### src/hip_pkg.sv
package hip_pkg;

	// field widths
	localparam int POS_W      = 64;
	localparam int AXIS_W     = 3;
	localparam int COORD_W    = 18;
	localparam int COORD_FRAC = 17;
	localparam int DIMS_W     = 4;
	localparam int LEVELS_W   = 5;
	localparam int CFG_W      = 5;
	localparam int CFG_IDX_W  = 1;

	// accumulator resolution is 2^-ACC_FRAC, plus sign and headroom
	localparam int ACC_FRAC = 34;
	localparam int ACC_W    = ACC_FRAC + 2;

	// register reset values
	localparam logic [DIMS_W-1:0]   DIMS_RESET   = DIMS_W'(2);
	localparam logic [LEVELS_W-1:0] LEVELS_RESET = LEVELS_W'(10);

	// parameter defaults
	localparam int DEF_MAX_DIMS   = 8;
	localparam int DEF_MAX_LEVELS = 16;

	// 0.5 in output units
	localparam logic [COORD_W-1:0] HALF_CODE = COORD_W'(1 << (COORD_FRAC - 1));

	// register indexes
	typedef enum logic [CFG_IDX_W-1:0] {
		CFG_DIMS   = 1'b0,
		CFG_LEVELS = 1'b1
	} cfg_idx_t;

	// handoff from the level engine to the output stage
	typedef struct packed {
		logic               valid;
		logic               single;
		logic [COORD_W-1:0] direct;
	} hip_ho_t;

endpackage

### src/hip_ifs.sv
// input channel: one curve position per item
interface hip_in_if import hip_pkg::*; ();
	logic             valid;
	logic             ready;
	logic [POS_W-1:0] position;
	logic             position_is_one;

	modport source (output valid, output position, output position_is_one, input ready);
	modport sink   (input valid, input position, input position_is_one, output ready);
endinterface

// output channel: one coordinate per item
interface hip_out_if import hip_pkg::*; ();
	logic                      valid;
	logic                      ready;
	logic [AXIS_W-1:0]         axis;
	logic signed [COORD_W-1:0] coord;
	logic                      last;

	modport source (output valid, output axis, output coord, output last, input ready);
	modport sink   (input valid, input axis, input coord, input last, output ready);
endinterface

### src/hip_core.sv
// Level engine: takes one dims-bit digit per cycle off the top of the
// fraction shift register and records one sign bit per axis per level.
module hip_core import hip_pkg::*; #(
	parameter int MAX_DIMS   = DEF_MAX_DIMS,
	parameter int MAX_LEVELS = DEF_MAX_LEVELS
) (
	input  logic                                   clk,
	input  logic                                   arst_n,
	hip_in_if.sink                                 pos_ch,
	input  logic [DIMS_W-1:0]                      dims,
	input  logic [LEVELS_W-1:0]                    levels,
	output hip_ho_t                                ho,
	input  logic                                   ho_ready,
	output logic [$clog2(MAX_DIMS+1)-1:0]          n_out,
	output logic [$clog2(MAX_LEVELS+1)-1:0]        m_out,
	output logic [MAX_DIMS-1:0][MAX_LEVELS-1:0]    signs_out
);

	localparam int NW  = $clog2(MAX_DIMS + 1);
	localparam int MW  = $clog2(MAX_LEVELS + 1);
	localparam int AXW = $clog2(MAX_DIMS);
	localparam int LW  = (MAX_LEVELS > 1) ? $clog2(MAX_LEVELS) : 1;
	localparam logic [LW-1:0] TOP_BIT = LW'(MAX_LEVELS - 1);

	typedef enum logic [2:0] {
		ST_IDLE = 3'b001,
		ST_RUN  = 3'b010,
		ST_HOLD = 3'b100
	} core_st_t;

	core_st_t                              state_q;
	logic [POS_W-1:0]                      frac_q;
	logic                                  one_q;
	logic [NW-1:0]                         n_q;
	logic [MW-1:0]                         m_q;
	logic [LW-1:0]                         j_q;
	logic [AXW-1:0]                        it_q;
	logic [MAX_DIMS-1:0]                   wn_q;
	logic [MAX_DIMS-1:0][MAX_LEVELS-1:0]   signs_q;
	logic [COORD_W-1:0]                    direct_q;

	logic                                  accept;
	logic [NW-1:0]                         n_sat;
	logic [MW-1:0]                         m_sat;
	logic                                  last_lvl;
	logic [COORD_W-1:0]                    direct_d;
	logic [POS_W+MAX_DIMS-1:0]             ext;
	logic [POS_W-1:0]                      frac_nxt;

	// digit decode signals, bit set means the node sign is negative
	logic [MAX_DIMS-1:0]                   b, un, vn, us, vs, d, wn_nxt;
	logic [AXW-1:0]                        nm1, lf, l_raw, l_adj;
	logic                                  blast, found;

	assign accept = pos_ch.valid && pos_ch.ready;
	assign pos_ch.ready = (state_q == ST_IDLE);

	// clamp the configured sizes
	always_comb begin
		if (dims == '0)
			n_sat = NW'(1);
		else if (32'(dims) > MAX_DIMS)
			n_sat = NW'(MAX_DIMS);
		else
			n_sat = NW'(dims);
		if (32'(levels) > MAX_LEVELS)
			m_sat = MW'(MAX_LEVELS);
		else
			m_sat = MW'(levels);
	end

	// one-dimensional result: position - 0.5, rounded half up
	always_comb begin
		if (pos_ch.position_is_one)
			direct_d = HALF_CODE;
		else
			direct_d = COORD_W'({1'b0, pos_ch.position[POS_W-1 -: COORD_FRAC]})
				+ COORD_W'(pos_ch.position[POS_W-1-COORD_FRAC]) - HALF_CODE;
	end

	assign last_lvl = (MW'(j_q) == m_q - MW'(1));

	// fraction advances by one digit; an exact one keeps feeding ones
	always_comb begin
		ext = {frac_q, {MAX_DIMS{one_q}}} << n_q;
		frac_nxt = ext[POS_W+MAX_DIMS-1:MAX_DIMS];
	end

	// node signs, exit index and orientation update for one level
	always_comb begin
		nm1 = AXW'(n_q - NW'(1));
		for (int i = 0; i < MAX_DIMS; i++)
			b[i] = frac_q[POS_W-1-i];
		un[0] = ~b[0];
		for (int i = 1; i < MAX_DIMS; i++)
			un[i] = ~(b[i] ^ b[i-1]);
		blast = b[nm1];

		// exit index sits just above the trailing run of equal digit bits
		found = 1'b0;
		lf = '0;
		for (int i = 0; i < MAX_DIMS - 1; i++) begin
			if ((AXW'(i) < nm1) && (b[i] != blast)) begin
				found = 1'b1;
				lf = AXW'(i);
			end
		end
		l_raw = found ? lf : nm1;

		vn = un;
		if (found && !blast)
			vn[lf] = ~vn[lf];
		if (found || blast)
			vn[nm1] = ~vn[nm1];

		// swap entry 0 with the current axis
		us = un;
		us[0] = un[it_q];
		us[it_q] = un[0];
		vs = vn;
		vs[0] = vn[it_q];
		vs[it_q] = vn[0];

		if (l_raw == '0)
			l_adj = it_q;
		else if (l_raw == it_q)
			l_adj = '0;
		else
			l_adj = l_raw;

		// d set means this level adds +step on that axis
		d = ~(us ^ wn_q);
		wn_nxt = wn_q ^ ~vs;
	end

	// sequencer
	always_ff @(posedge clk or negedge arst_n) begin
		if (!arst_n) begin
			state_q <= ST_IDLE;
		end else begin
			unique case (state_q)
				ST_IDLE: begin
					if (accept) begin
						if (n_sat == NW'(1) || m_sat == '0)
							state_q <= ST_HOLD;
						else
							state_q <= ST_RUN;
					end
				end
				ST_RUN: begin
					if (last_lvl)
						state_q <= ST_HOLD;
				end
				ST_HOLD: begin
					if (ho_ready)
						state_q <= ST_IDLE;
				end
				default: state_q <= ST_IDLE;
			endcase
		end
	end

	// datapath; an exact one reads as all ones from the first digit on
	always_ff @(posedge clk) begin
		if (accept) begin
			frac_q   <= pos_ch.position_is_one ? '1 : pos_ch.position;
			one_q    <= pos_ch.position_is_one;
			n_q      <= n_sat;
			m_q      <= m_sat;
			j_q      <= '0;
			it_q     <= '0;
			wn_q     <= '0;
			signs_q  <= '0;
			direct_q <= direct_d;
		end else if (state_q == ST_RUN) begin
			frac_q <= frac_nxt;
			j_q    <= j_q + LW'(1);
			it_q   <= l_adj;
			wn_q   <= wn_nxt;
			for (int i = 0; i < MAX_DIMS; i++)
				signs_q[i][TOP_BIT - j_q] <= d[i];
		end
	end

	assign ho.valid   = (state_q == ST_HOLD);
	assign ho.single  = (n_q == NW'(1));
	assign ho.direct  = direct_q;
	assign n_out      = n_q;
	assign m_out      = m_q;
	assign signs_out  = signs_q;

endmodule

### src/hip_emit.sv
// Output stage: holds the sign words of one point and shifts out one axis
// per cycle while taken, turning each word into a rounded coordinate.
module hip_emit import hip_pkg::*; #(
	parameter int MAX_DIMS   = DEF_MAX_DIMS,
	parameter int MAX_LEVELS = DEF_MAX_LEVELS
) (
	input  logic                                   clk,
	input  logic                                   arst_n,
	input  hip_ho_t                                ho,
	output logic                                   ho_ready,
	input  logic [$clog2(MAX_DIMS+1)-1:0]          n_in,
	input  logic [$clog2(MAX_LEVELS+1)-1:0]        m_in,
	input  logic [MAX_DIMS-1:0][MAX_LEVELS-1:0]    signs_in,
	hip_out_if.source                              crd
);

	localparam int NW = $clog2(MAX_DIMS + 1);
	localparam int MW = $clog2(MAX_LEVELS + 1);
	localparam logic [ACC_W-1:0] BIAS = ACC_W'(1) << (ACC_FRAC - 1);
	localparam logic [ACC_W-1:0] RND  = ACC_W'(1) << (COORD_FRAC - 1);

	logic [MAX_DIMS-1:0][MAX_LEVELS-1:0] words_q;
	logic [NW-1:0]                       rem_q;
	logic [AXIS_W-1:0]                   axis_q;
	logic [MW-1:0]                       m_q;
	logic                                single_q;
	logic [COORD_W-1:0]                  direct_q;
	logic                                out_valid_q;
	logic [AXIS_W-1:0]                   axis_out_q;
	logic [COORD_W-1:0]                  coord_q;
	logic                                last_q;

	logic                                slot_free;
	logic                                advance;
	logic                                load;
	logic [ACC_W-1:0]                    term;
	logic [ACC_W-1:0]                    sum;
	logic [COORD_W-1:0]                  coord_d;

	assign slot_free = !out_valid_q || crd.ready;
	assign advance   = (rem_q != '0) && slot_free;
	assign ho_ready  = (rem_q == '0) && slot_free;
	assign load      = ho.valid && ho_ready;

	// sum of +-2^-(j+2): 2*D - 2^33 + 2^(33-m), then round half up
	always_comb begin
		term = {2'b00, words_q[0], {(ACC_FRAC - MAX_LEVELS){1'b0}}};
		sum  = term - BIAS + (BIAS >> m_q) + RND;
		coord_d = single_q ? direct_q : sum[COORD_FRAC +: COORD_W];
	end

	// control
	always_ff @(posedge clk or negedge arst_n) begin
		if (!arst_n) begin
			out_valid_q <= 1'b0;
			rem_q       <= '0;
		end else begin
			if (advance)
				out_valid_q <= 1'b1;
			else if (crd.ready)
				out_valid_q <= 1'b0;
			if (load)
				rem_q <= n_in;
			else if (advance)
				rem_q <= rem_q - NW'(1);
		end
	end

	// word shift register and output register
	always_ff @(posedge clk) begin
		if (load) begin
			words_q  <= signs_in;
			axis_q   <= '0;
			m_q      <= m_in;
			single_q <= ho.single;
			direct_q <= ho.direct;
		end else if (advance) begin
			words_q    <= {MAX_LEVELS'(0), words_q[MAX_DIMS-1:1]};
			axis_q     <= axis_q + AXIS_W'(1);
			axis_out_q <= axis_q;
			coord_q    <= coord_d;
			last_q     <= (rem_q == NW'(1));
		end
	end

	assign crd.valid = out_valid_q;
	assign crd.axis  = axis_out_q;
	assign crd.coord = $signed(coord_q);
	assign crd.last  = last_q;

endmodule

### src/hilbert_index_to_point.sv
// Flow: an accepted position runs through the level engine, one digit per cycle
//   (skipped for one dimension or zero levels), then is handed to the output
//   stage, which offers one coordinate per cycle while taken. A new position
//   can be accepted while the output stage still shifts out the previous point.
// Reset: arst_n low clears all handshake state, dims to 2 and levels to 10.
module hilbert_index_to_point import hip_pkg::*; #(
	parameter int MAX_DIMS   = DEF_MAX_DIMS,
	parameter int MAX_LEVELS = DEF_MAX_LEVELS
) (
	input  logic                 clk,
	input  logic                 arst_n,
	hip_in_if.sink               pos_ch,
	hip_out_if.source            crd_ch,
	input  logic                 cfg_we,
	input  logic [CFG_IDX_W-1:0] cfg_index,
	input  logic [CFG_W-1:0]     cfg_data
);

	logic [DIMS_W-1:0]                   dims_q;
	logic [LEVELS_W-1:0]                 levels_q;
	hip_ho_t                             ho;
	logic                                ho_ready;
	logic [$clog2(MAX_DIMS+1)-1:0]       n_hand;
	logic [$clog2(MAX_LEVELS+1)-1:0]     m_hand;
	logic [MAX_DIMS-1:0][MAX_LEVELS-1:0] signs_hand;

	// configuration registers
	always_ff @(posedge clk or negedge arst_n) begin
		if (!arst_n) begin
			dims_q   <= DIMS_RESET;
			levels_q <= LEVELS_RESET;
		end else if (cfg_we) begin
			unique case (cfg_index)
				CFG_DIMS:   dims_q   <= cfg_data[DIMS_W-1:0];
				CFG_LEVELS: levels_q <= cfg_data[LEVELS_W-1:0];
				default: ;
			endcase
		end
	end

	hip_core #(
		.MAX_DIMS   (MAX_DIMS),
		.MAX_LEVELS (MAX_LEVELS)
	) u_core (
		.clk       (clk),
		.arst_n    (arst_n),
		.pos_ch    (pos_ch),
		.dims      (dims_q),
		.levels    (levels_q),
		.ho        (ho),
		.ho_ready  (ho_ready),
		.n_out     (n_hand),
		.m_out     (m_hand),
		.signs_out (signs_hand)
	);

	hip_emit #(
		.MAX_DIMS   (MAX_DIMS),
		.MAX_LEVELS (MAX_LEVELS)
	) u_emit (
		.clk      (clk),
		.arst_n   (arst_n),
		.ho       (ho),
		.ho_ready (ho_ready),
		.n_in     (n_hand),
		.m_in     (m_hand),
		.signs_in (signs_hand),
		.crd      (crd_ch)
	);

endmodule

### src/flat_wrapper.sv
// flat-port wrapper written by rule: the top's interface ports become plain ports
module hilbert_index_to_point_flat import hip_pkg::*;
#(
	parameter int MAX_DIMS   = DEF_MAX_DIMS,
	parameter int MAX_LEVELS = DEF_MAX_LEVELS
)
  (clk, arst_n, cfg_we, cfg_index, cfg_data, pos_ch_valid, pos_ch_position, pos_ch_position_is_one, pos_ch_ready, crd_ch_valid, crd_ch_axis, crd_ch_coord, crd_ch_last, crd_ch_ready);
  hip_in_if pos_ch_i ();
  hip_out_if crd_ch_i ();
  input  logic clk;
  input  logic arst_n;
  input  logic cfg_we;
  input  logic [CFG_IDX_W-1:0] cfg_index;
  input  logic [CFG_W-1:0] cfg_data;
  input wire logic [$bits(pos_ch_i.valid)-1:0] pos_ch_valid;
  input wire logic [$bits(pos_ch_i.position)-1:0] pos_ch_position;
  input wire logic [$bits(pos_ch_i.position_is_one)-1:0] pos_ch_position_is_one;
  output wire logic [$bits(pos_ch_i.ready)-1:0] pos_ch_ready;
  output wire logic [$bits(crd_ch_i.valid)-1:0] crd_ch_valid;
  output wire logic [$bits(crd_ch_i.axis)-1:0] crd_ch_axis;
  output wire logic [$bits(crd_ch_i.coord)-1:0] crd_ch_coord;
  output wire logic [$bits(crd_ch_i.last)-1:0] crd_ch_last;
  input wire logic [$bits(crd_ch_i.ready)-1:0] crd_ch_ready;
  assign pos_ch_i.valid = pos_ch_valid;
  assign pos_ch_i.position = pos_ch_position;
  assign pos_ch_i.position_is_one = pos_ch_position_is_one;
  assign pos_ch_ready = pos_ch_i.ready;
  assign crd_ch_valid = crd_ch_i.valid;
  assign crd_ch_axis = crd_ch_i.axis;
  assign crd_ch_coord = crd_ch_i.coord;
  assign crd_ch_last = crd_ch_i.last;
  assign crd_ch_i.ready = crd_ch_ready;
  hilbert_index_to_point #(.MAX_DIMS(MAX_DIMS), .MAX_LEVELS(MAX_LEVELS)) u_core (.clk(clk), .arst_n(arst_n), .pos_ch(pos_ch_i), .crd_ch(crd_ch_i), .cfg_we(cfg_we), .cfg_index(cfg_index), .cfg_data(cfg_data));
endmodule
### config.mk
export PLATFORM = sky130hd
export DESIGN_NAME = hilbert_index_to_point_flat
export DESIGN_NICKNAME = d
export VERILOG_FILES = /design/src/hip_pkg.sv /design/src/hip_ifs.sv /design/src/hip_core.sv /design/src/hip_emit.sv /design/src/hilbert_index_to_point.sv /design/src/flat_wrapper.sv
export SDC_FILE = /design/constraint.sdc
export NUM_CORES = 1
export LEC_CHECK = 0
export BUFFER_PORTS_ARGS = -buffer_cell sky130_fd_sc_hd__buf_2
export CAP_MARGIN = 10
export CELL_PAD_IN_SITES_DETAIL_PLACEMENT = 1
export CELL_PAD_IN_SITES_GLOBAL_PLACEMENT = 1
export CORE_ASPECT_RATIO = 1.1
export CORE_MARGIN = 2
export CORE_UTILIZATION = 45
export DETAILED_ROUTE_END_ITERATION = 8
export GPL_TIMING_DRIVEN = 0
export PLACE_DENSITY = 0.73
export SLEW_MARGIN = 20
export SYNTH_ARGS = -nofsm -noshare
export SYNTH_HDL_FRONTEND = slang
export SYNTH_SLANG_ARGS = --single-unit
### constraint.sdc
create_clock -name clk -period 5.79 [get_ports clk]
set_input_delay 1.158 -clock clk [delete_from_list [all_inputs] [get_ports clk]]
set_output_delay 1.158 -clock clk [all_outputs]
set_load 0.005 [all_outputs]
## Yosys cells after proc, flatten, opt, wreduce, memory -nomap -nowiden

Cells that the tools add are included.

| storage, ports and cells | value |
|---|---|
| register bits | 429 |
| input bits | 76 |
| output and inout port bits | 24 |
| logic and storage cells | 207 |

| operators by class | value |
|---|---|
| add/subtract/negate cells | 11 |
| magnitude comparators | 17 |
| equality and inequality tests | 18 |
| shift operators | 2 |
| multiplexer cells | 65 |
| bitwise gates (word level) | 24 |
| reductions and logical operators | 34 |

Operators with widths:

| cell | count |
|---|---|
| $mux 128 | 2 |
| $mux 64 | 3 |
| $bwmux 16 | 8 |
| $shl 72x4->72 | 1 |
| $add 35x17->35 const B | 1 |
| $add 35x35->35 | 1 |
| $shr 34x5->35 const A | 1 |
| $sub 34x34->35 const B | 1 |
| $mux 3 | 11 |
| $bwmux 8 | 4 |
| $mux 1 | 19 |
| $add 17x1->18 | 1 |
| $mux 18 | 1 |
| $sub 18x17->18 const B | 1 |
| $logic_and 1x1->1 | 16 |
| $mux 4 | 4 |
| $mux 8 | 2 |
| $not 8->8 | 2 |
| $xor 8x8->8 | 2 |
| $bmux 1 s3 | 5 |
| $not 1->1 | 13 |
| $eq 4x1->1 const B | 3 |
| $lt 3x4->1 const B | 3 |
| $demux 1 s3 | 3 |
| other kinds (35) | 63 |

## Longest topological paths before layout

| logic depth | value |
|---|---|
| word-level depth | 27 |
| depth in mapped cells | 18 |
| depth with buffers taken out | 16 |

## By module

A second synthesis with hierarchy kept.

| unflattened totals | value |
|---|---|
| cell total of the unflattened synthesis | 2,354 |
| area total of the unflattened synthesis | 22,753.1 um^2 |

Modules (own cells, without submodules):

| module | times used | cells each | area each (um^2) | sequential area each (um^2) |
|---|---|---|---|---|
| hip_core | 1 | 1,538 | 13,810.7 | 5,701.7 |
| hip_emit | 1 | 796 | 8,568.2 | 5,410.2 |
| hilbert_index_to_point | 1 | 20 | 374.1 | 229.0 |

## Worst setup path before layout

OpenSTA, ideal clock, no wires.

| timing path | value |
|---|---|
| path kind | input -> register |
| start | in crd_ch_ready |
| end | reg u_core.u_emit.rem_q[3] |
| library setup time | 128 ps |
| data arrival time | 4,982 ps |
| required time | 5,662 ps |
| setup slack | 680 ps |
| stages | 7 |
| buffers on the path | 0 |
| cell sequence | nor2b_1 nor2_1 nand2_1 nand2_1 o21ai_0 a222oi_1 inv_1 |

| on the way | value |
|---|---|
| cells in the longest elaborated chain, start to end | 4 |

RTL lines:

| item | line | text |
|---|---|---|
| start: declaration | flat_wrapper.sv:23 | `input wire logic [$bits(crd_ch_i.ready)-1:0] crd_ch_ready;` |
| $logic_or 1x1->1 * | hip_emit.sv:40 | `assign slot_free = !out_valid_q \|\| crd.ready;` |
| $logic_and 1x1->1 | hip_emit.sv:42 | `assign ho_ready = (rem_q == '0) && slot_free;` |
| $logic_and 1x1->1 | hip_emit.sv:43 | `assign load = ho.valid && ho_ready;` |
| $mux 4 / $reduce_bool 2->1 (equally long branches) | -- |  |
| end signal: assignment | hip_emit.sv:63 | `rem_q <= n_in;` |
| end signal: assignment | hip_emit.sv:65 | `rem_q <= rem_q - NW'(1);` |
| end: declaration | hip_emit.sv:23 | `logic [NW-1:0] rem_q;` |

Every way passes the cells marked *; elsewhere a longest branch is shown, timed or not.
A chain may end at the register's enable or synchronous reset.

## Final worst setup path

| timing path | value |
|---|---|
| start | reg u_core.u_core.n_q[1] (netlist: u_core.u_core.n_out[1]) |
| end | reg u_core.u_core.wn_q[0] |

| on the way | value |
|---|---|
| cells in the longest elaborated chain, start to end | 27 |

RTL lines:

| item | line | text |
|---|---|---|
| start: declaration | hip_core.sv:34 | `logic [NW-1:0] n_q;` |
| start signal: assignment | hip_core.sv:168 | `n_q <= n_sat;` |
| $sub 3x1->3 * | hip_core.sv:91 | `nm1 = AXW'(n_q - NW'(1));` |
| $bmux 1 s3 | hip_core.sv:97 | `blast = b[nm1];` |
| $mux 1 (not written as such) | hip_core.sv:97 |  |
| $ne 1x1->1 | hip_core.sv:103 | `if ((AXW'(i) < nm1) && (b[i] != blast)) begin` |
| $logic_and 1x1->1 | hip_core.sv:103 |  |
| $mux 1 | hip_core.sv:103 |  |
| $mux 3 (5 in series) | hip_core.sv:103 |  |
| $lt 3x4->1 (not written as such) / $ge 3x1->1 (equally long branches) | hip_core.sv:112 | `vn[lf] = ~vn[lf];` |
| [... 7 more ...] | -- |  |
| $not 1->1 | hip_core.sv:114 | `vn[nm1] = ~vn[nm1];` |
| $bwmux 8 | hip_core.sv:114 |  |
| $mux 8 * | hip_core.sv:113 | `if (found \|\| blast)` |
| $bmux 1 s3 | hip_core.sv:121 | `vs[0] = vn[it_q];` |
| $mux 1 (not written as such) | hip_core.sv:121 |  |
| $bwmux 8 * | hip_core.sv:122 | `vs[it_q] = vn[0];` |
| $not 8->8 * | hip_core.sv:133 | `wn_nxt = wn_q ^ ~vs;` |
| $xor 8x8->8 * | hip_core.sv:133 |  |
| end signal: assignment | hip_core.sv:179 | `wn_q <= wn_nxt;` |
| end: declaration | hip_core.sv:38 | `logic [MAX_DIMS-1:0] wn_q;` |

Every way passes the cells marked *; elsewhere a longest branch is shown, timed or not. The select of a mux whose other input is x is not followed.

==> flow_summary.json <==
{
  "status": "finished, final reports clean",
  "slowest_delay_ns": 0.49,
  "async_reset_ff_frac": 0.0396,
  "cp_slowest_cell": "clkbuf_1",
  "synth-main-ff-cell": "edfxtp_1",
  "crit_path_start_kind": "flip-flop",
  "cts_tree": "built",
  "synth_warnings": 0,
  "fp.coreArea_um2": 48900,
  "hold_viol": 0,
  "rr_worst_depth": 17,
  "slew_violations": 0,
  "cts.sinks": 429,
  "initial_core_util": 0.456,
  "grt.overflow.total": 0,
  "antenna_found_initial": 1,
  "cts_buffer_depth": 3,
  "grt_pass1_wl_um": 111000,
  "synth_cells": 2301,
  "avgSynthCellArea_um2": 9.69,
  "wl_um": 71000,
  "cts_resized": 3,
  "htreeDepth": 2,
  "fin_crit_sh": 0.947,
  "synth_area_um2": 22300,
  "finalNetCount": 2575,
  "instances_no_fill": 3143,
  "path_buf_inv": 6,
  "max_slew_margin": 0.293,
  "hold_path_depth": 0,
  "skew_ns": 0.0334,
  "max_freq_ghz": 0.182,
  "powerDensity_nw_per_um2": 570,
  "worst-slew-pin-transition_ns": 1.06,
  "synthDistinctLibCells": 80,
  "power_frac_clock": 0.208,
  "postRouteAntennaNets": 0,
  "synth_edf_count": 266,
  "path_clk_slew_ns": 0.06,
  "cts-root-buf": "clkbuf_16",
  "synth_fp_nets": 2424,
  "grt_pass1_vias": 19149,
  "min_path_type": "flip-flop to flip-flop",
  "synth-seq-cells": 429,
  "port_buffers": 99,
  "ir_worst_vdd_mv": 0.441,
  "gp_congestion": 0.961,
  "drtIter0Drc": 1284,
  "crit_arrival_ns": 5.95,
  "io-pin-count": 100,
  "post-route-util": 0.517,
  "internal_power_mw": 8.35,
  "die_y_um": 237,
  "grt_use_total": 0.278,
  "row_count": 85,
  "ys_seq_area_frac": 0.509,
  "power.switching_mw": 6.06,
  "die_area_um2": 51300,
  "grt_max_degree": 55,
  "vias": 18056,
  "cp_max_fo": 10,
  "seq_power_share": 0.345,
  "worst_slack_ns": 0.308,
  "setup_violations": 0,
  "switching_share": 0.421,
  "holdWs_ns": 0.421,
  "drc_errors": 0,
  "vias_per_cell": 5.74,
  "drt-pass1-iter-count": 5,
  "crit_path_end_kind": "flip-flop",
  "die_width_um": 216,
  "hpwl_um": 53200,
  "wl_per_cell_um": 22.6,
  "dp_cells": 3057,
  "crit_family": "buffers and inverters",
  "place_ws_ns": -0.247,
  "cts_made_buffers": 45,
  "area_growth_pct": 13.5,
  "critPathKind": "flip-flop to flip-flop",
  "crit_chain": "clkbuf_1 -> clkbuf_2 -> clkbuf_2 -> inv_1 -> ha_1 -> clkbuf_1 -> inv_1 -> nor3_1 -> or4_4 -> mux2_4 -> a211o_1 -> o21ai_0 -> mux2_2 -> o211ai_1 -> o211ai_1 -> o311ai_1 -> nand2b_1",
  "drive_above_1_share": 0.115,
  "totalNegativeSetupSlack_ns": 0,
  "required_ns": 6.26,
  "holdBufCountCts": 0,
  "max_cap_violations": 0,
  "fin_crit_ns": 5.48,
  "p_leak_nw": 9.51,
  "clkLatencyLatePin_ns": 0.61,
  "post-cts-setup-buffer-count": 0,
  "power_frac_comb": 0.447,
  "path_depth": 17
}
[power groups by stage]
stage               Clock, mW  Combinational (mW)  Sequential, mW
floorplan                   0                4.30            4.85
global placement            0                6.08            5.09
detailed placement          0                6.33            5.03
CTS                      3.04                6.38            4.98
global route             3.16                7.01            5.06
finish                   2.99                6.44            4.98
[cell families after synthesis]
group,Yosys count,synth area share
AND/OR/NAND/NOR,1001,0.188
multiplexers,166,0.102
buffers and inverters,199,0.0341
XOR/XNOR,73,0.0294
AO/OA/AOI/OAI,386,0.111
adder cells (fa/ha/maj),47,0.0264
flip-flops,429,0.509
[Yosys cell counts (all sizes together) (3+ instances only)]
cell	n	share of area
and2	26	0.0073
nand2	513	0.086
o21bai	9	0.0030
edfxtp	266	0.36
o21ai	82	0.019
nand4	6	0.0017
clkinv	3	0.00051
nor4	8	0.0025
o22ai	5	0.0014
nor3	85	0.019
dfrtp	13	0.015
nor3b	5	0.0017
inv	30	0.0051
o221ai	3	0.0015
nand3	17	0.0040
or3	5	0.0014
a21oi	115	0.026
clkbuf	143	0.024
buf	23	0.0045
a31oi	12	0.0034
and3	11	0.0031
o211ai	14	0.0047
xnor2	34	0.014
o31ai	5	0.0017
a211oi	111	0.038
a31o	3	0.0012
mux2	28	0.014
mux4	45	0.045
ha	47	0.026
o21a	3	0.0010
mux2i	93	0.042
nand2b	14	0.0043
xor2	39	0.016
nand3b	3	0.0010
dfxtp	146	0.13
dfstp	4	0.0047
and4	3	0.0012
nor2	279	0.047
nor2b	20	0.0056
[worst register-to-register path: stages (launching register included)]
cell and delay [ns]:
edfxtp_1 0.32, clkbuf_1 0.49, clkbuf_2 0.40, clkbuf_2 0.37
inv_1 0.19, ha_1 0.32, clkbuf_1 0.29, inv_1 0.17
nor3_1 0.49, or4_4 0.25, mux2_4 0.35, a211o_1 0.37
o21ai_0 0.23, mux2_2 0.39, o211ai_1 0.18, o211ai_1 0.15
o311ai_1 0.33, nand2b_1 0.08
[per-layer routing]
metal | up-vias | global-route usage | wire [um]
met1 | 9105 | 0.366 | 31000
met2 | 402 | 0.479 | 35500
li1 | 8425 | - | -
met4 | 0 | 0.0834 | 1830
met5 | - | 0 | 0
met3 | 124 | 0.0329 | 2730
[layout by cell type (no fill, tap or decap), types with 25 or more instances in the layout]
cell type	n
nand2_1	511
nor2_1	279
edfxtp_1	266
clkbuf_1	149
dfxtp_1	146
a21oi_1	115
a211oi_1	109
buf_2	101
mux2i_1	92
nor3_1	85
o21ai_0	80
ha_1	47
clkbuf_16	46
mux4_2	45
xor2_1	38
xnor2_1	33
inv_1	28
and2_1	26
mux2_2	25
[sequential cells by signal (all words and copies together), names as in the netlist, 4 cells and up]
signal and cells:
u_core.u_core.signs_out 128, u_core.u_core.frac_q 64, u_core.u_core.m_out 5, u_core.u_emit.m_q 5
u_core.u_core.j_q 4, u_core.u_emit.term 16, u_core.u_core.n_out 4, u_core.u_emit.direct_q 18
u_core.u_emit.words_q 112, u_core.levels_q 5, u_core.u_core.direct_q 18, u_core.u_core.wn_q 8
u_core.dims_q 4, u_core.u_emit.crd.coord 18, u_core.u_emit.rem_q 4
[area by class of cell]
type / instances / area (um2)
Antenna cell: 2 / 5.00
Buffer: 166 / 643
Clock buffer: 60 / 1250
Clock inverter: 24 / 272
Fill cell: 5533 / 23600
Inverter: 33 / 125
Multi-Input combinational cell: 1673 / 10200
Sequential cell: 429 / 11300
Tap cell: 652 / 816
Timing Repair Buffer: 104 / 618
[through the flow]
stage / instance area, um2 / total power, mW
after CTS: 25300 / 14.4
after detailed placement: 23700 / 11.4
after floorplan: 22300 / 9.15
final: 25300 / 14.4
after global placement: 23600 / 11.2
after global routing: 25300 / 15.2
[path summary, 6_finish.rpt]
path                                             from                    endpoint  slack, ns
max                            u_core.u_core.n_out[1]       u_core.u_core.wn_q[0]       0.31
max reg2reg                    u_core.u_core.n_out[1]       u_core.u_core.wn_q[0]       0.31
min in group asynchronous                      arst_n      u_core.u_emit.rem_q[2]       0.48
max in group asynchronous                      arst_n          u_core.levels_q[1]       4.97
min reg2reg                u_core.u_core.direct_q[17]  u_core.u_emit.direct_q[17]       0.42
min                        u_core.u_core.direct_q[17]  u_core.u_emit.direct_q[17]       0.42
(Power assumes the default switching activity.)
